==> config.mk <==
export PLATFORM = sky130hd
export DESIGN_NAME = rvse_div
export DESIGN_NICKNAME = d
export VERILOG_FILES = /design/src/rvse_pkg.sv /design/src/rvse_div.sv
export SDC_FILE = /design/constraint.sdc
export NUM_CORES = 1
export LEC_CHECK = 0
export ABC_CLOCK_PERIOD_IN_PS = 3020
export BUFFER_PORTS_ARGS = -buffer_cell sky130_fd_sc_hd__buf_2
export CORE_ASPECT_RATIO = 1.25
export CORE_MARGIN = 5
export CORE_UTILIZATION = 54
export DETAILED_ROUTE_END_ITERATION = 10
export PLACE_DENSITY = 0.84
export SLEW_MARGIN = 20
export SYNTH_ARGS = -nofsm -noshare
export SYNTH_HDL_FRONTEND = slang
export SYNTH_SLANG_ARGS = --single-unit
==> constraint.sdc <==
create_clock -name clk -period 3.02 [get_ports clk]
set_input_delay 0 -clock clk [delete_from_list [all_inputs] [get_ports clk]]
set_output_delay 0 -clock clk [all_outputs]
set_load 0.05 [all_outputs]
==> src/rvse_pkg.sv <==
package rvse_pkg;

	typedef logic [4:0] op_t;

	localparam op_t OP_PUSH   = 5'd0;
	localparam op_t OP_ADD    = 5'd1;
	localparam op_t OP_SUB    = 5'd2;
	localparam op_t OP_MUL    = 5'd3;
	localparam op_t OP_DIV    = 5'd4;
	localparam op_t OP_INTPOW = 5'd5;
	localparam op_t OP_ADD2   = 5'd6;
	localparam op_t OP_ADD3   = 5'd7;
	localparam op_t OP_SUB2   = 5'd8;
	localparam op_t OP_SUB3   = 5'd9;
	localparam op_t OP_DOT2   = 5'd10;
	localparam op_t OP_DOT3   = 5'd11;
	localparam op_t OP_SCALE2 = 5'd12;
	localparam op_t OP_SCALE3 = 5'd13;
	localparam op_t OP_CROSS3 = 5'd14;
	localparam op_t OP_EQUALS = 5'd15;
	localparam op_t OP_END    = 5'd16;

	typedef logic [1:0] stat_t;

	localparam stat_t STAT_OK   = 2'd0;
	localparam stat_t STAT_OVF  = 2'd1;
	localparam stat_t STAT_UNF  = 2'd2;
	localparam stat_t STAT_DIVZ = 2'd3;

	localparam logic signed [31:0] Q_MAX = 32'sh7fff_ffff;
	localparam logic signed [31:0] Q_MIN = 32'sh8000_0000;

	typedef enum logic [3:0] {
		ST_IDLE,
		ST_READ,
		ST_LAST,
		ST_EXEC,
		ST_MUL,
		ST_ADD,
		ST_RND,
		ST_DIV,
		ST_WB,
		ST_EMIT
	} state_t;

	// stack entries an operation consumes
	function automatic logic [2:0] need_of(op_t op);
		logic [2:0] n;
		case (op)
			OP_INTPOW: n = 3'd1;
			OP_ADD, OP_SUB, OP_MUL, OP_DIV: n = 3'd2;
			OP_SCALE2: n = 3'd3;
			OP_ADD2, OP_SUB2, OP_DOT2, OP_SCALE3: n = 3'd4;
			OP_ADD3, OP_SUB3, OP_DOT3, OP_CROSS3: n = 3'd6;
			default: n = 3'd0;
		endcase
		return n;
	endfunction

	// entries an operation leaves in place of its operands
	function automatic logic [1:0] res_of(op_t op);
		logic [1:0] m;
		case (op)
			OP_ADD2, OP_SUB2, OP_SCALE2: m = 2'd2;
			OP_ADD3, OP_SUB3, OP_SCALE3, OP_CROSS3: m = 2'd3;
			default: m = 2'd1;
		endcase
		return m;
	endfunction

	// products summed per result
	function automatic logic [1:0] terms_of(op_t op);
		logic [1:0] t;
		case (op)
			OP_DOT2, OP_CROSS3: t = 2'd2;
			OP_DOT3: t = 2'd3;
			default: t = 2'd1;
		endcase
		return t;
	endfunction

	function automatic logic signed [31:0] sat66(logic signed [65:0] v);
		logic signed [31:0] r;
		if ((&v[65:31]) || !(|v[65:31]))
			r = v[31:0];
		else
			r = v[65] ? Q_MIN : Q_MAX;
		return r;
	endfunction

	function automatic logic signed [31:0] sat_addsub(logic signed [31:0] a,
			logic signed [31:0] b, logic sub);
		logic signed [32:0] s;
		s = sub ? ({a[31], a} - {b[31], b}) : ({a[31], a} + {b[31], b});
		return (s[32] != s[31]) ? (s[32] ? Q_MIN : Q_MAX) : s[31:0];
	endfunction

endpackage

==> src/rvse_div.sv <==
module rvse_div #(
	parameter int FRACTION_BITS = 16
) (
	input  logic               clk,
	input  logic               arst_n,
	input  logic               start,
	input  logic signed [31:0] num,
	input  logic signed [31:0] den,
	output logic               done,
	output logic signed [31:0] quo
);

	localparam int QW = 32 + FRACTION_BITS;
	localparam int KW = $clog2(QW + 1);

	logic          busy_q, done_q, neg_q;
	logic [KW-1:0] cnt_q;
	logic [32:0]   rem_q;
	logic [31:0]   dmag_q;
	logic [QW-1:0] q_q;

	logic [32:0]   rem_sh, rem_n;
	logic          ge;
	logic [31:0]   nmag, dmag;

	always_comb begin
		nmag = num[31] ? 32'(-num) : 32'(num);
		dmag = den[31] ? 32'(-den) : 32'(den);
		rem_sh = {rem_q[31:0], q_q[QW-1]};
		ge = rem_sh >= {1'b0, dmag_q};
		rem_n = ge ? (rem_sh - {1'b0, dmag_q}) : rem_sh;
	end

	// restoring divide on magnitudes, one quotient bit a cycle
	always_ff @(posedge clk or negedge arst_n) begin
		if (!arst_n) begin
			busy_q <= 1'b0;
			done_q <= 1'b0;
			cnt_q <= '0;
		end else begin
			done_q <= 1'b0;
			if (start) begin
				busy_q <= 1'b1;
				cnt_q <= KW'(QW);
			end else if (busy_q) begin
				cnt_q <= cnt_q - 1'b1;
				if (cnt_q == KW'(1)) begin
					busy_q <= 1'b0;
					done_q <= 1'b1;
				end
			end
		end
	end

	always_ff @(posedge clk) begin
		if (start) begin
			neg_q <= num[31] ^ den[31];
			rem_q <= '0;
			dmag_q <= dmag;
			q_q <= {nmag, {FRACTION_BITS{1'b0}}};
		end else if (busy_q) begin
			rem_q <= rem_n;
			q_q <= {q_q[QW-2:0], ge};
		end
	end

	always_comb begin
		if (!neg_q)
			quo = (|q_q[QW-1:31]) ? rvse_pkg::Q_MAX : q_q[31:0];
		else if ((|q_q[QW-1:32]) || (q_q[31] && (|q_q[30:0])))
			quo = rvse_pkg::Q_MIN;
		else
			quo = 32'(-q_q[31:0]);
	end

	assign done = done_q;

endmodule

## Yosys cells after proc, flatten, opt, wreduce, memory -nomap -nowiden

Index checks and enable logic that the tools add are counted.
W data, S select, Z words.

| storage, ports and cells | value |
|---|---|
| register bits after elaboration | 121 |
| input port bits | 67 |
| output and inout bits | 33 |
| logic and storage cells | 39 |

| operators by class | value |
|---|---|
| add/sub/neg operators | 5 |
| order comparisons | 1 |
| equal/unequal tests | 1 |
| multiplexer cells | 16 |
| bitwise logic cells | 1 |
| reduce and logical (&&, ||, !) cells | 6 |

Operator list:

| operator | number |
|---|---|
| $mux W32 | 5 |
| $mux W48 | 2 |
| $neg A32 Y32 | 3 |
| $ge A33 B32 Y1 | 1 |
| $sub A32 B32 Y32 | 1 |
| $mux W31 | 1 |
| $reduce_or A31 Y1 | 1 |
| $reduce_or A17 Y1 | 1 |
| $reduce_or A16 Y1 | 1 |
| $mux W6 | 2 |
| $eq A6 B1 Y1 const B | 1 |
| $mux W1 | 6 |
| $sub A6 B1 Y6 const B | 1 |
| $reduce_bool A2 Y1 | 1 |
| $logic_and A1 B1 Y1 | 1 |
| $logic_or A1 B1 Y1 | 1 |
| $xor A1 B1 Y1 | 1 |

## Depth between registers and ports, before layout

Gate-level depths: netlist (run 1).

| logic depth | value |
|---|---|
| depth in word-level cells | 5 |
| depth in mapped cells | 15 |
| depth with buffers taken out | 12 |

## Least setup slack after synthesis (run 1)

No wires, ideal clock.

| timing | value |
|---|---|
| path kind | reg2out |
| from | register q_q[16] |
| to | output quo[10] |
| arrival | 4,359 ps |
| data required time | 3,020 ps |
| setup slack | -1,339 ps |
| cell stages (with the launch flop) | 11 |
| buffers on the path | 1 |
| path through | edfxtp_1 > or2_1 > or4_1 > buf_2 > or4_1 > or3_1 > nor3_4 > a21oi_2 > inv_2 > nand2_2 > o311ai_0 |

| on the way | value |
|---|---|
| cells in the longest elaborated chain, start to end | 5 |

RTL lines:

| item | line | text |
|---|---|---|
| start: declaration | rvse_div.sv:20 | `logic [QW-1:0] q_q;` |
| start signal: assignment | rvse_div.sv:60 | `q_q <= {nmag, {FRACTION_BITS{1'b0}}};` |
| start signal: assignment | rvse_div.sv:63 | `q_q <= {q_q[QW-2:0], ge};` |
| $reduce_or A31 Y1 | rvse_div.sv:70 | `else if ((\|q_q[QW-1:32]) \|\| (q_q[31] && (\|q_q[30:0])))` |
| $logic_and A1 B1 Y1 | rvse_div.sv:70 |  |
| $logic_or A1 B1 Y1 | rvse_div.sv:70 |  |
| $mux W32 | rvse_div.sv:70 |  |
| $mux W32 | rvse_div.sv:68 | `if (!neg_q)` |
| end: declaration | rvse_div.sv:10 | `output logic signed [31:0] quo` |

Every way passes these cells.

## Worst setup path in the final report (run 1)

| timing | value |
|---|---|
| from | register q_q[16] |
| to | output quo[23] |

| on the way | value |
|---|---|
| cells in the longest elaborated chain, start to end | 5 |
| elaborated cells on any way between the ends | 6 |
| classes of those cells | 1 x add/sub; 2 x mux; 3 x reduce/logical |

RTL lines:

| item | line |
|---|---|
| branches (longest 3 deep; another with $neg A32 Y32) | - |
| $mux W32 (*) | rvse_div.sv:70 |
| $mux W32 (*) | rvse_div.sv:68 |

Every way passes the cells marked *.

==> results.txt, run 1 <==
----------------------------------------------------
[Run status]
  Status ... complete, but fails checks
  Violated checks ... setup timing

[Synthesis]
  Share of synthesized cell area in and, or, nand and nor gates ... 0.194
  Number of synthesized flops with an enable pin ... 65
  Mux cell area share after synthesis ... 0.0253
  Number of storage elements in the synthesis netlist ... 121
  Largest cells by area after synthesis ... sky130_fd_sc_hd__edfxtp_1 22%, sky130_fd_sc_hd__dfxtp_1 11%, sky130_fd_sc_hd__xnor2_1 8.0%
  Main flop type after synthesis ... sky130_fd_sc_hd__edfxtp_1
  Fraction of synthesized cell area in xor and xnor cells ... 0.0906
  Cell count after synthesis ... 1004
  Async SR Flop Fraction ... 0.0661
  Mapped Avg Cell Area ... 8.66 sq um
  Net count of the mapped netlist ... 1109
  Cell type with the highest aggregate area in the netlist ... sky130_fd_sc_hd__edfxtp_1
  Main combinational cell family by area after synthesis ... compound AO/OA/AOI/OAI gates
  Register area share after synthesis ... 0.358
  Post-synthesis instance area ... 0.00870 sq mm
  Warning count from the yosys run ... 0
  Adder-cell share of the synthesized area ... 0.0555
  Unique masters post-synth ... 73
  Fraction of synthesized cell area taken by the top area cell type ... 0.224
  Area fraction in compound gates after synthesis ... 0.220

[Timing]
  Minimum clock period ... 3.65 ns
  Worst slew slack as a fraction of its limit ... 0.448
  Hold violation total from the final report ... 0
  Worst-case hold slack ... 0.00738 ns
  Count of final max-slew check failures ... 0
  Worst clock skew ... 0.0102 ns
  Unrepaired setup endpoints after global routing ... true
  Max Clk Rate ... 274 MHz
  Setup violation total in the final timing report ... 31
  Transition time at the pin with the least slew margin ... 0.828 ns
  Fin worst setup slack ... -0.630 ns
  Final worst path period share ... 1.21

[Power]
  Sequential share of power ... 0.269
  Leak pwr ... 4.97 nW
  Net Switching ... 3.55 mW
  Combinational share of power ... 0.489
  Net switching fraction of the power ... 0.402
  Clock Power Share ... 0.241
  Cell-internal power ... 5.28 mW
  Largest voltage drop on the vdd net ... 444 uV
  Pwr/cell area ... 743 mW/mm^2

[Global route]
  First-pass GRT wire length ... 39500 microns
  Number of global-route vias before repair ... 8361
  Global-route usage over all layers ... 0.255
  Total congestion overflow after global routing ... 0
  Antenna violations before repair ... 1
  Largest net degree at the start of global routing ... 69

[Route]
  Routed length per instance ... 18.2 microns
  Via count ... 8781
  Via/cell ratio ... 6.18
  Final routed DRC violation total ... 0
  Detail Route Antenna Nets ... 0
  DR pass1 iterations ... 5
  DR iter-0 viols ... 799
  Routed wire length ... 25900 microns

[Place]
  Count of input and output buffers ... 99
  Final weighted congestion of routability-driven global placement ... 0.920
  Post-DP Area ... 0.0103 sq mm
  Detailed placer's ending HPWL ... 16500 microns

[Clocking]
  Number of buffers inserted during clock tree synthesis ... 17
  Clock insertion delay at the later pin of the skew report ... 0.42 ns
  Maximum level of the CTS H-tree ... 4
  Clk pin slew, worst setup/hold paths ... 0.06 ns
  Clock sinks ... 121
  TritonCTS clock tree ... built
  Root buffer cell ... sky130_fd_sc_hd__clkbuf_16
  Clock Path Buffers ... 2

[Cells and area]
  Signed area change from the synthesized netlist to the final layout ... 36.6%
  Layout Nets ... 1297
  Final design area excluding fillers ... 0.0119 sq mm
  Layout Utilization ... 0.742
  Fillers ... 1070
  Most common cell after layout, fill and taps aside ... sky130_fd_sc_hd__nand2_1
  Commonest cells after routing, fill and taps aside ... 110 x sky130_fd_sc_hd__nand2_1, 86 x sky130_fd_sc_hd__buf_4, 79 x sky130_fd_sc_hd__xnor2_1, 72 x sky130_fd_sc_hd__nor2_1, 68 x sky130_fd_sc_hd__buf_2
  Fraction of final layout cells with drive strength greater than 1 ... 0.262

[Worst hold path]
  Worst hold-check path type ... in2reg

[Floorplanning]
  I/O pins ... 100
  Chip Width ... 124 microns
  Y dimension of the die ... 152 microns
  Initial standard-cell utilization of the core ... 0.543
  Floorplan row count ... 52
  Die outline area ... 0.0188 sq mm
  Placeable Area ... 0.0160 sq mm

[Setup path]
  Element type at the critical path end ... output port
  Class of the most critical setup path ... reg2out
  Worst EP required ... 3.02 ns
  Crit path arrival time ... 3.65 ns
  Setup crit start kind ... flop
  Highest fanout seen on the critical path ... 4

[Flow run]
  Max-cap check violation count ... 0

----------------------------------------------------
power by group through the flow:
stage | logic (mW) | clock network (mW) | registers (mW)
final | 4.32 | 2.13 | 2.38
after global placement | 3.69 | 0 | 2.38
after CTS | 3.97 | 2.13 | 2.36
after global routing | 4.66 | 2.23 | 2.41
after floorplan | 2.75 | 0 | 2.30
after detailed placement | 3.79 | 0 | 2.39
state kept, by name (all words and copies together), names as in the netlist:
| name | flops |
|---|---|
| q_q | 48 |
| dmag_q | 32 |
| busy_q | 1 |
| neg_q | 1 |
| cnt_q | 6 |
| rem_q | 32 |
| done | 1 |
cell families (layout without fill, tap and decap cells):
family	Yosys count	after routing
other	0	1
XOR/XNOR	90	90
AND/OR/NAND/NOR	344	344
AO/OA/AOI/OAI	266	266
flip-flops	121	121
multiplexers	22	22
adder cells (fa/ha/maj)	38	38
buffers and inverters	123	324
cell usage after synthesis, drive strengths merged, types with 22 or more instances:
cell    instances
nor3           24
inv            64
o21ai          56
nor2           74
mux2i          22
nand3          36
a22o           31
a21oi          31
clkbuf         45
dfxtp          48
edfxtp         65
o31ai          22
nand2         118
ha             37
o311ai         29
xnor2          79
path summary, 6_finish.rpt:
| path | from | slack (ns) | cells after the start | to |
|---|---|---|---|---|
| worst min-delay path | den[8] | 0.007 | 3 | dmag_q[9] |
| worst max register to register | dmag_q[1] | 0.10 | 14 | rem_q[29] |
| min in group asynchronous | arst_n | 0.56 | 3 | cnt_q[3] |
| worst max-delay path | q_q[16] | -0.63 | 10 | quo[23] |
| max in group asynchronous | arst_n | 2.16 | 3 | busy_q |
| worst min register to register | rem_q[23] | 0.50 | 2 | rem_q[23] |
cell type report:
class                      instances  area (sq um)  area share
multi-input combinational        760          5800       0.488
sequential                       121          3110       0.262
timing repair buffer             228          1840       0.155
clock buffer                      17           425      0.0358
tap                              216           270      0.0227
inverter                          64           240      0.0202
clock inverter                    15           191      0.0161
antenna                            1          2.50    0.000211
worst max-delay path, stage by stage (launching register included):
cell                       delay, ns
sky130_fd_sc_hd__edfxtp_1       0.38
sky130_fd_sc_hd__or2_1          0.25
sky130_fd_sc_hd__or4_4          0.43
sky130_fd_sc_hd__or4_4          0.53
sky130_fd_sc_hd__or3_4          0.36
sky130_fd_sc_hd__nor3_4         0.18
sky130_fd_sc_hd__a21oi_4        0.11
sky130_fd_sc_hd__o41ai_1        0.49
sky130_fd_sc_hd__nand2_1        0.18
sky130_fd_sc_hd__o311ai_4       0.12
sky130_fd_sc_hd__buf_6          0.20
timing repair:
item | 4_1_cts | 5_1_grt
cloned | 0 | 1
endpoints found under the setup margin | 33 | 57
gates resized for setup | 90 | 44
hold buffers | 35 | 0
endpoints found under the hold margin | 41 | 0
pin swaps | 8 | 18
buffers inserted | 5 | 10
stage by stage:
step	total power [mW]	TNS [ns]	setup slack (ns)	cells
2_1_floorplan	5.05	-6.10	-0.312	1004
3_3_place_gp	6.06	-1.45	-0.129	1340
3_5_place_dp	6.18	-3.24	-0.258	1340
4_1_cts	8.46	-11.23	-0.485	1411
5_1_grt	9.30	-17.21	-0.891	1422
6_report	8.83	-14.11	-0.630	1422
routing by layer:
metal  vias up  part of all wire  GRT usage
li1       4092                 -          -
met1      4171              0.39      0.309
met2       414              0.51      0.440
met3       104             0.060     0.0424
met4         0             0.041      0.113
met5         -                 0          0
Power figures use the tool's default switching activity.
==> run 2: changes to the inputs <==
--- a/config.mk
+++ b/config.mk
@@ -11,7 +11,7 @@
 export CORE_MARGIN = 5
 export CORE_UTILIZATION = 54
 export DETAILED_ROUTE_END_ITERATION = 10
-export PLACE_DENSITY = 0.84
+export PLACE_DENSITY = 0.83
 export SLEW_MARGIN = 20
 export SYNTH_ARGS = -nofsm -noshare
 export SYNTH_HDL_FRONTEND = slang
==> run 2 against run 1 <==
  * The flow still finishes with violations (setup timing)
  * Largest cell class unchanged
  * Clock skew increased by 0.0017 ns
  * Setup slack improved by 0.068 ns
  * Die area unchanged
==> results.txt, run 2 (synthesis gave the netlist of run 1 again) <==
----------------------------------------------------
[Run status]
  Status ... complete, but fails checks (unchanged)
  Violated checks ... setup timing (unchanged)

[Timing]
  Final worst path period share ... 1.19 (was 1.21)
  Max Clk Rate ... 279 MHz (was 274 MHz)
  Worst slew slack as a fraction of its limit ... 0.550 (was 0.448)
  Hold violation total from the final report ... 0 (unchanged)
  Setup TNS ... -13.84 ns (was -14.11 ns)
  Worst clock skew ... 0.0119 ns (was 0.0102 ns)
  Count of final max-slew check failures ... 0 (unchanged)
  Minimum clock period ... 3.58 ns (was 3.65 ns)
  Setup violation total in the final timing report ... 32 (was 31)
  Unrepaired setup endpoints after global routing ... true (unchanged)
  Transition time at the pin with the least slew margin ... 0.675 ns (was 0.828 ns)
  Fin worst setup slack ... -0.563 ns (was -0.630 ns)

[Route]
  Via/cell ratio ... 6.21 (was 6.18)
  DR iter-0 viols ... 702 (was 799)
  Routed length per instance ... 18.6 microns (was 18.2 microns)
  Final routed DRC violation total ... 0 (unchanged)
  Routed wire length ... 26600 microns (was 25900 microns)
  Via count ... 8867 (was 8781)
  DR pass1 iterations ... 5 (unchanged)
  Detail Route Antenna Nets ... 0 (unchanged)

[Clocking]
  Maximum level of the CTS H-tree ... 4 (unchanged)
  Clock Path Buffers ... 2 (unchanged)
  Root buffer cell ... sky130_fd_sc_hd__clkbuf_16 (unchanged)
  Number of buffers inserted during clock tree synthesis ... 17 (unchanged)
  Clock insertion delay at the later pin of the skew report ... 0.42 ns (about the same)
  TritonCTS clock tree ... built (unchanged)
  Clock sinks ... 121 (unchanged)
  Clk pin slew, worst setup/hold paths ... 0.06 ns (about the same)

[Setup path]
  CP Launch Point ... q_q[16] (unchanged)
  Number of cells on the worst reg-to-reg path ... 14 (unchanged)
  Reg-to-reg startpoint ... dmag_q[6] (was dmag_q[1])
  Capture point of the worst reg-to-reg path ... rem_q[10] (was rem_q[29])
  Setup crit start kind ... flop (unchanged)
  Worst reg2reg setup slack ... -0.04 ns (was 0.10 ns)
  CP endpoint ... quo[21] (was quo[23])
  Worst EP required ... 3.02 ns (about the same)
  Class of the most critical setup path ... reg2out (unchanged)
  Highest fanout seen on the critical path ... 6 (was 4)
  Crit path arrival time ... 3.58 ns (was 3.65 ns)
  Element type at the critical path end ... output port (unchanged)

[Global route]
  Number of global-route vias before repair ... 8599 (was 8361)
  First-pass GRT wire length ... 41000 microns (was 39500 microns)
  Total congestion overflow after global routing ... 0 (unchanged)
  Antenna violations before repair ... 0 (was 1)
  Largest net degree at the start of global routing ... 50 (was 69)
  Global-route usage over all layers ... 0.267 (was 0.255)

[Cells and area]
  Area occupied by registers ... 0.00311 sq mm (unchanged)
  Top flop regs ... q_q: 48 flops, dmag_q: 32 flops, rem_q: 32 flops (unchanged)
  Register bank with the most flops ... q_q (unchanged)
  Multi-input combinational cell area ... 0.00583 sq mm (was 0.00580 sq mm)
  Number of antenna diodes ... 0 (was 1)
  Fillers ... 1047 (was 1070)
  Layout Utilization ... 0.747 (was 0.742)
  Commonest cells after routing, fill and taps aside ... 114 x sky130_fd_sc_hd__nand2_1, 89 x sky130_fd_sc_hd__buf_4, 79 x sky130_fd_sc_hd__xnor2_1, 72 x sky130_fd_sc_hd__nor2_1, 67 x sky130_fd_sc_hd__buf_2 (was 110 x sky130_fd_sc_hd__nand2_1, 86 x sky130_fd_sc_hd__buf_4, 79 x sky130_fd_sc_hd__xnor2_1, 72 x sky130_fd_sc_hd__nor2_1, 68 x sky130_fd_sc_hd__buf_2)
  Signed area change from the synthesized netlist to the final layout ... 37.5% (was 36.6%)
  Max FFs per register ... 48 (unchanged)
  Fraction of final layout cells with drive strength greater than 1 ... 0.267 (was 0.262)
  Most common cell after layout, fill and taps aside ... sky130_fd_sc_hd__nand2_1 (unchanged)
  Layout Nets ... 1304 (was 1297)

[Power]
  Sequential share of power ... 0.264 (was 0.269)
  Net switching fraction of the power ... 0.398 (was 0.402)
  Largest voltage drop on the vdd net ... 451 uV (was 444 uV)
  Pwr/cell area ... 762 mW/mm^2 (was 743 mW/mm^2)
  Clock Power Share ... 0.228 (was 0.241)
  Net Switching ... 3.63 mW (was 3.55 mW)
  Leak pwr ... 4.98 nW (was 4.97 nW)
  Cell-internal power ... 5.48 mW (was 5.28 mW)
  Combinational share of power ... 0.508 (was 0.489)

[Place]
  Detailed placer's ending HPWL ... 16600 microns (was 16500 microns)
  Final weighted congestion of routability-driven global placement ... 0.936 (was 0.920)
  Count of input and output buffers ... 99 (unchanged)

[Floorplanning]
  Placeable Area ... 0.0160 sq mm (unchanged)
  I/O pins ... 100 (unchanged)
  Y dimension of the die ... 152 microns (unchanged)
  Floorplan row count ... 52 (unchanged)
  Initial standard-cell utilization of the core ... 0.543 (unchanged)
  Die outline area ... 0.0188 sq mm (unchanged)
  Chip Width ... 124 microns (unchanged)

[Flow run]
  Max-cap check violation count ... 0 (unchanged)

[Worst hold path]
  Worst hold-check path type ... in2reg (unchanged)

----------------------------------------------------
## run 2: changes by cell type in the layout (fill, tap and decap cells not counted), moves of 3 or more
| cell | previous run | this run |
|---|---|---|
| sky130_fd_sc_hd__buf_4 | 86 | 89 |
| sky130_fd_sc_hd__inv_6 | 5 | 2 |
| sky130_fd_sc_hd__o21ai_1 | 8 | 2 |
| sky130_fd_sc_hd__a21oi_1 | 28 | 25 |
| sky130_fd_sc_hd__a21oi_2 | 2 | 5 |
| sky130_fd_sc_hd__o21ai_0 | 39 | 50 |
| sky130_fd_sc_hd__nand2_1 | 110 | 114 |
| sky130_fd_sc_hd__ha_4 | 0 | 5 |
| sky130_fd_sc_hd__o21ai_2 | 7 | 3 |
| sky130_fd_sc_hd__ha_1 | 37 | 30 |
| sky130_fd_sc_hd__nand2_2 | 7 | 2 |
| sky130_fd_sc_hd__o41ai_1 | 9 | 12 |
| sky130_fd_sc_hd__buf_6 | 31 | 34 |
## run 2: worst min-delay path by stage
stage            start   endpoint  cells past startpoint
2_1_floorplan   arst_n     busy_q                      0
3_3_place_gp    arst_n       done                      1
3_5_place_dp    arst_n   cnt_q[4]                      1
4_1_cts         den[6]  dmag_q[8]                      3
5_1_grt        num[30]    q_q[47]                      3
6_report       num[17]    q_q[33]                      3
## run 2: area by class of cell
| class | instances | share of cell area |
|---|---|---|
| Clock buffer | 18 | 0.0359 |
| Clock inverter | 14 | 0.0145 |
| Multi-Input combinational cell | 761 | 0.488 |
| Timing Repair Buffer | 234 | 0.159 |
| Sequential cell | 121 | 0.260 |
| Tap cell | 216 | 0.0226 |
| Inverter | 64 | 0.0201 |
## run 2: timing repair
item / CTS / global route
pin swaps: 5 / 19
gates resized for setup: 68 / 70
setup buffers: 4 / 12
hold buffers: 36 / 0
hold endpoints to repair: 40 / 0
gates cloned: 1 / 0
setup endpoints to repair: 44 / 62
## run 2: layer usage
metal  up-vias  share of wire  GRT usage
met1      4192           0.38      0.314
met5         -              0          0
li1       4128              -          -
met2       440           0.52      0.467
met4         0          0.044      0.127
met3       107          0.054     0.0431
## run 2: per-stage QoR
| step | setup WS [ns] | cell area [sq um] | hold slack, ns | std cells | power, mW |
|---|---|---|---|---|---|
| after floorplan | -0.312 | 9160 | -0.296 | 1004 | 5.05 |
| after global placement | -0.149 | 10400 | -0.149 | 1344 | 6.11 |
| after detailed placement | -0.204 | 10400 | -0.150 | 1344 | 6.22 |
| after CTS | -0.493 | 11600 | 0.00392 | 1416 | 8.48 |
| after global routing | -0.705 | 12000 | 0.0187 | 1428 | 9.58 |
| final | -0.563 | 12000 | 0.0169 | 1428 | 9.11 |
## run 2: power groups by stage
stage / clock [mW] / sequential [mW] / combinational [mW]
detailed placement: 0 / 2.38 / 3.84
finish: 2.08 / 2.40 / 4.63
global placement: 0 / 2.37 / 3.74
global route: 2.17 / 2.43 / 4.98
CTS: 2.09 / 2.36 / 4.03
floorplan: 0 / 2.30 / 2.75
## run 2: worst max-delay path, stage by stage (launching register included)
cell and delay, ns:
sky130_fd_sc_hd__edfxtp_1 0.38, sky130_fd_sc_hd__or2_1 0.23, sky130_fd_sc_hd__or4_4 0.42, sky130_fd_sc_hd__or4_4 0.52
sky130_fd_sc_hd__or3_4 0.36, sky130_fd_sc_hd__nor3_4 0.23, sky130_fd_sc_hd__a21oi_4 0.13, sky130_fd_sc_hd__o41ai_1 0.44
sky130_fd_sc_hd__nand2_1 0.17, sky130_fd_sc_hd__o311ai_4 0.11, sky130_fd_sc_hd__buf_6 0.20
==> run 3: changes to the inputs <==
--- a/config.mk
+++ b/config.mk
@@ -12,6 +12,7 @@
 export CORE_UTILIZATION = 54
 export DETAILED_ROUTE_END_ITERATION = 10
 export PLACE_DENSITY = 0.83
+export REMOVE_ABC_BUFFERS = 1
 export SLEW_MARGIN = 20
 export SYNTH_ARGS = -nofsm -noshare
 export SYNTH_HDL_FRONTEND = slang
==> run 3 against run 2 <==
  * The run still ends with setup timing left
  * First-iteration DRC count up 18%
  * Sequential share of layout area rose by 0.58 points
  * Via count grew 3.4%
  * Design area down 2.2%
==> results.txt, run 3 (synthesis gave the netlist of run 1 again) <==
----------------------------------------------------
[Power]
  Leak pwr ... 4.90 nW (was 4.98 nW)
  Overall power of the completed layout ... 8.70 mW (was 9.11 mW)
  Largest voltage drop on the vdd net ... 595 uV (was 451 uV)
  Pwr/cell area ... 744 mW/mm^2 (was 762 mW/mm^2)

[Place]
  Count of input and output buffers ... 99 (unchanged)
  Detailed placer's ending HPWL ... 16800 microns (was 16600 microns)
  DP Cell Count ... 1342 (was 1344)
  Post-DP Area ... 0.00984 sq mm (was 0.0104 sq mm)
  Final weighted congestion of routability-driven global placement ... 0.955 (was 0.936)

[Route]
  Detail Route Antenna Nets ... 0 (unchanged)
  Final routed DRC violation total ... 0 (unchanged)
  DR pass1 iterations ... 6 (was 5)
  Sum of met2 wire segment lengths after detailed routing ... 15100 microns (was 13800 microns)
  Uppermost layer routed ... met4 (unchanged)
  Routed wire length ... 29200 microns (was 26600 microns)
  Routed length per instance ... 20.4 microns (was 18.6 microns)
  Via/cell ratio ... 6.41 (was 6.21)
  Via count ... 9167 (was 8867)
  Post-Route M1 WL ... 10300 microns (was 10200 microns)
  DR iter-0 viols ... 826 (was 702)
  Met3 layer wire length in the routed design ... 1820 microns (was 1420 microns)

[Worst hold path]
  Worst hold-check path type ... in2reg (unchanged)

[Cells and area]
  Max FFs per register ... 48 (unchanged)
  Final design area excluding fillers ... 0.0117 sq mm (was 0.0120 sq mm)
  Most common cell after layout, fill and taps aside ... sky130_fd_sc_hd__nand2_1 (unchanged)
  Top flop regs ... q_q: 48 flops, dmag_q: 32 flops, rem_q: 32 flops (unchanged)
  Layout Nets ... 1306 (was 1304)
  Register bank with the most flops ... q_q (unchanged)
  Signed area change from the synthesized netlist to the final layout ... 34.5% (was 37.5%)
  Fillers ... 1005 (was 1047)
  Commonest cells after routing, fill and taps aside ... 116 x sky130_fd_sc_hd__nand2_1, 93 x sky130_fd_sc_hd__buf_4, 79 x sky130_fd_sc_hd__xnor2_1, 73 x sky130_fd_sc_hd__nor2_1, 68 x sky130_fd_sc_hd__buf_2 (was 114 x sky130_fd_sc_hd__nand2_1, 89 x sky130_fd_sc_hd__buf_4, 79 x sky130_fd_sc_hd__xnor2_1, 72 x sky130_fd_sc_hd__nor2_1, 67 x sky130_fd_sc_hd__buf_2)
  Fraction of final layout cells with drive strength greater than 1 ... 0.256 (was 0.267)
  Number of antenna diodes ... 0 (unchanged)
  Post-Layout Cell Count ... 1430 (was 1428)

[Clocking]
  Number of buffers inserted during clock tree synthesis ... 17 (unchanged)
  Maximum level of the CTS H-tree ... 4 (unchanged)
  Clk pin slew, worst setup/hold paths ... 0.06 ns (about the same)
  TritonCTS clock tree ... built (unchanged)
  Clock insertion delay at the later pin of the skew report ... 0.42 ns (about the same)
  Clock sinks ... 121 (unchanged)
  Clock Path Buffers ... 2 (unchanged)
  Root buffer cell ... sky130_fd_sc_hd__clkbuf_16 (unchanged)

[Timing]
  Minimum clock period ... 3.77 ns (was 3.58 ns)
  Worst slew slack as a fraction of its limit ... 0.504 (was 0.550)
  Max Clk Rate ... 266 MHz (was 279 MHz)
  Count of final max-slew check failures ... 0 (unchanged)
  Hold violation total from the final report ... 0 (unchanged)
  Worst clock skew ... 0.0135 ns (was 0.0119 ns)
  Setup violation total in the final timing report ... 31 (was 32)
  Final worst path period share ... 1.25 (was 1.19)
  Setup TNS ... -18.31 ns (was -13.84 ns)
  Fin worst setup slack ... -0.746 ns (was -0.563 ns)
  Transition time at the pin with the least slew margin ... 0.744 ns (was 0.675 ns)
  Unrepaired setup endpoints after global routing ... true (unchanged)

[Setup path]
  Highest fanout seen on the critical path ... 8 (was 6)
  Class of the most critical setup path ... reg2out (unchanged)
  Worst EP required ... 3.02 ns (about the same)
  Element type at the critical path end ... output port (unchanged)
  Setup crit start kind ... flop (unchanged)
  Crit path arrival time ... 3.77 ns (was 3.58 ns)

[Floorplanning]
  Y dimension of the die ... 152 microns (unchanged)
  Die outline area ... 0.0188 sq mm (unchanged)
  Chip Width ... 124 microns (unchanged)
  I/O pins ... 100 (unchanged)
  Floorplan row count ... 52 (unchanged)
  Initial standard-cell utilization of the core ... 0.543 (unchanged)
  Placeable Area ... 0.0160 sq mm (unchanged)

[Global route]
  Largest net degree at the start of global routing ... 65 (was 50)
  Number of global-route vias before repair ... 8982 (was 8599)
  Global-route usage over all layers ... 0.279 (was 0.267)
  First-pass GRT wire length ... 42600 microns (was 41000 microns)
  Antenna violations before repair ... 0 (unchanged)
  Total congestion overflow after global routing ... 0 (unchanged)

[Run status]
  Status ... complete, but fails checks (unchanged)
  Violated checks ... setup timing (unchanged)

[Flow run]
  Max-cap check violation count ... 0 (unchanged)

----------------------------------------------------
## run 3: cell types whose count changed in the layout (fill, tap and decap cells not counted), sizes merged, moves of 2 or more
| cell | change |
|---|---|
| dlygate4sd3 | +4 |
| buf | -2 |
| clkinv | +3 |
| bufinv | -3 |
## run 3: path summary, 6_finish.rpt
kind / from / to / slack [ns] / depth (start not counted)
min: num[21] / q_q[37] / 0.01 / 3
max reg2reg: rem_q[6] / rem_q[19] / 0.02 / 12
max in group asynchronous: arst_n / busy_q / 2.10 / 3
min reg2reg: rem_q[27] / rem_q[28] / 0.50 / 2
min in group asynchronous: arst_n / done / 0.58 / 3
max: q_q[16] / quo[29] / -0.75 / 11
## run 3: routing by layer
metal / vias up / global-route usage
met5: - / 0
met4: 0 / 0.178
met3: 174 / 0.0491
met2: 545 / 0.492
met1: 4337 / 0.299
li1: 4111 / -
## run 3: what timing repair did
action,4_1_cts,5_1_grt
gates resized for setup,82,89
gates cloned,0,2
pin swaps,4,22
endpoints found under the hold margin,44,0
setup buffers,6,9
endpoints found under the setup margin,32,58
hold buffers,41,0
## run 3: stage by stage
stage                     utilization  setup WS (ns)  hold WS, ns
after floorplan                     -          -1.63       -0.296
after global placement          0.615         -0.219       -0.137
after detailed placement        0.615         -0.293       -0.134
after global routing            0.731         -0.843       0.0304
after CTS                       0.697         -0.520      0.00380
final                           0.731         -0.746       0.0113
## run 3: power by group
part           internal, mW  leakage [nW]  switching [mW]
combinational          1.92          3.49            2.55
clock                  1.04         0.250           0.807
sequential             2.08          1.16           0.305
total                  5.04          4.90            3.66
## run 3: layout make-up
cell class / instances / area [sq um] / area share
clock buffer: 17 / 425 / 0.0364
tap: 216 / 270 / 0.0231
multi-input combinational: 761 / 5700 / 0.487
timing repair buffer: 236 / 1850 / 0.158
inverter: 64 / 243 / 0.0207
clock inverter: 15 / 104 / 0.00888
sequential: 121 / 3120 / 0.266
## run 3: critical path: stages, from the launching register on
cell,delay [ns]
sky130_fd_sc_hd__edfxtp_1,0.39
sky130_fd_sc_hd__or2_1,0.25
sky130_fd_sc_hd__or4_4,0.44
sky130_fd_sc_hd__or4_4,0.54
sky130_fd_sc_hd__or3_4,0.38
sky130_fd_sc_hd__nor3_4,0.26
sky130_fd_sc_hd__a21oi_4,0.13
sky130_fd_sc_hd__buf_6,0.17
sky130_fd_sc_hd__o21ai_0,0.28
sky130_fd_sc_hd__nand2_1,0.17
sky130_fd_sc_hd__o311ai_4,0.14
sky130_fd_sc_hd__buf_6,0.21
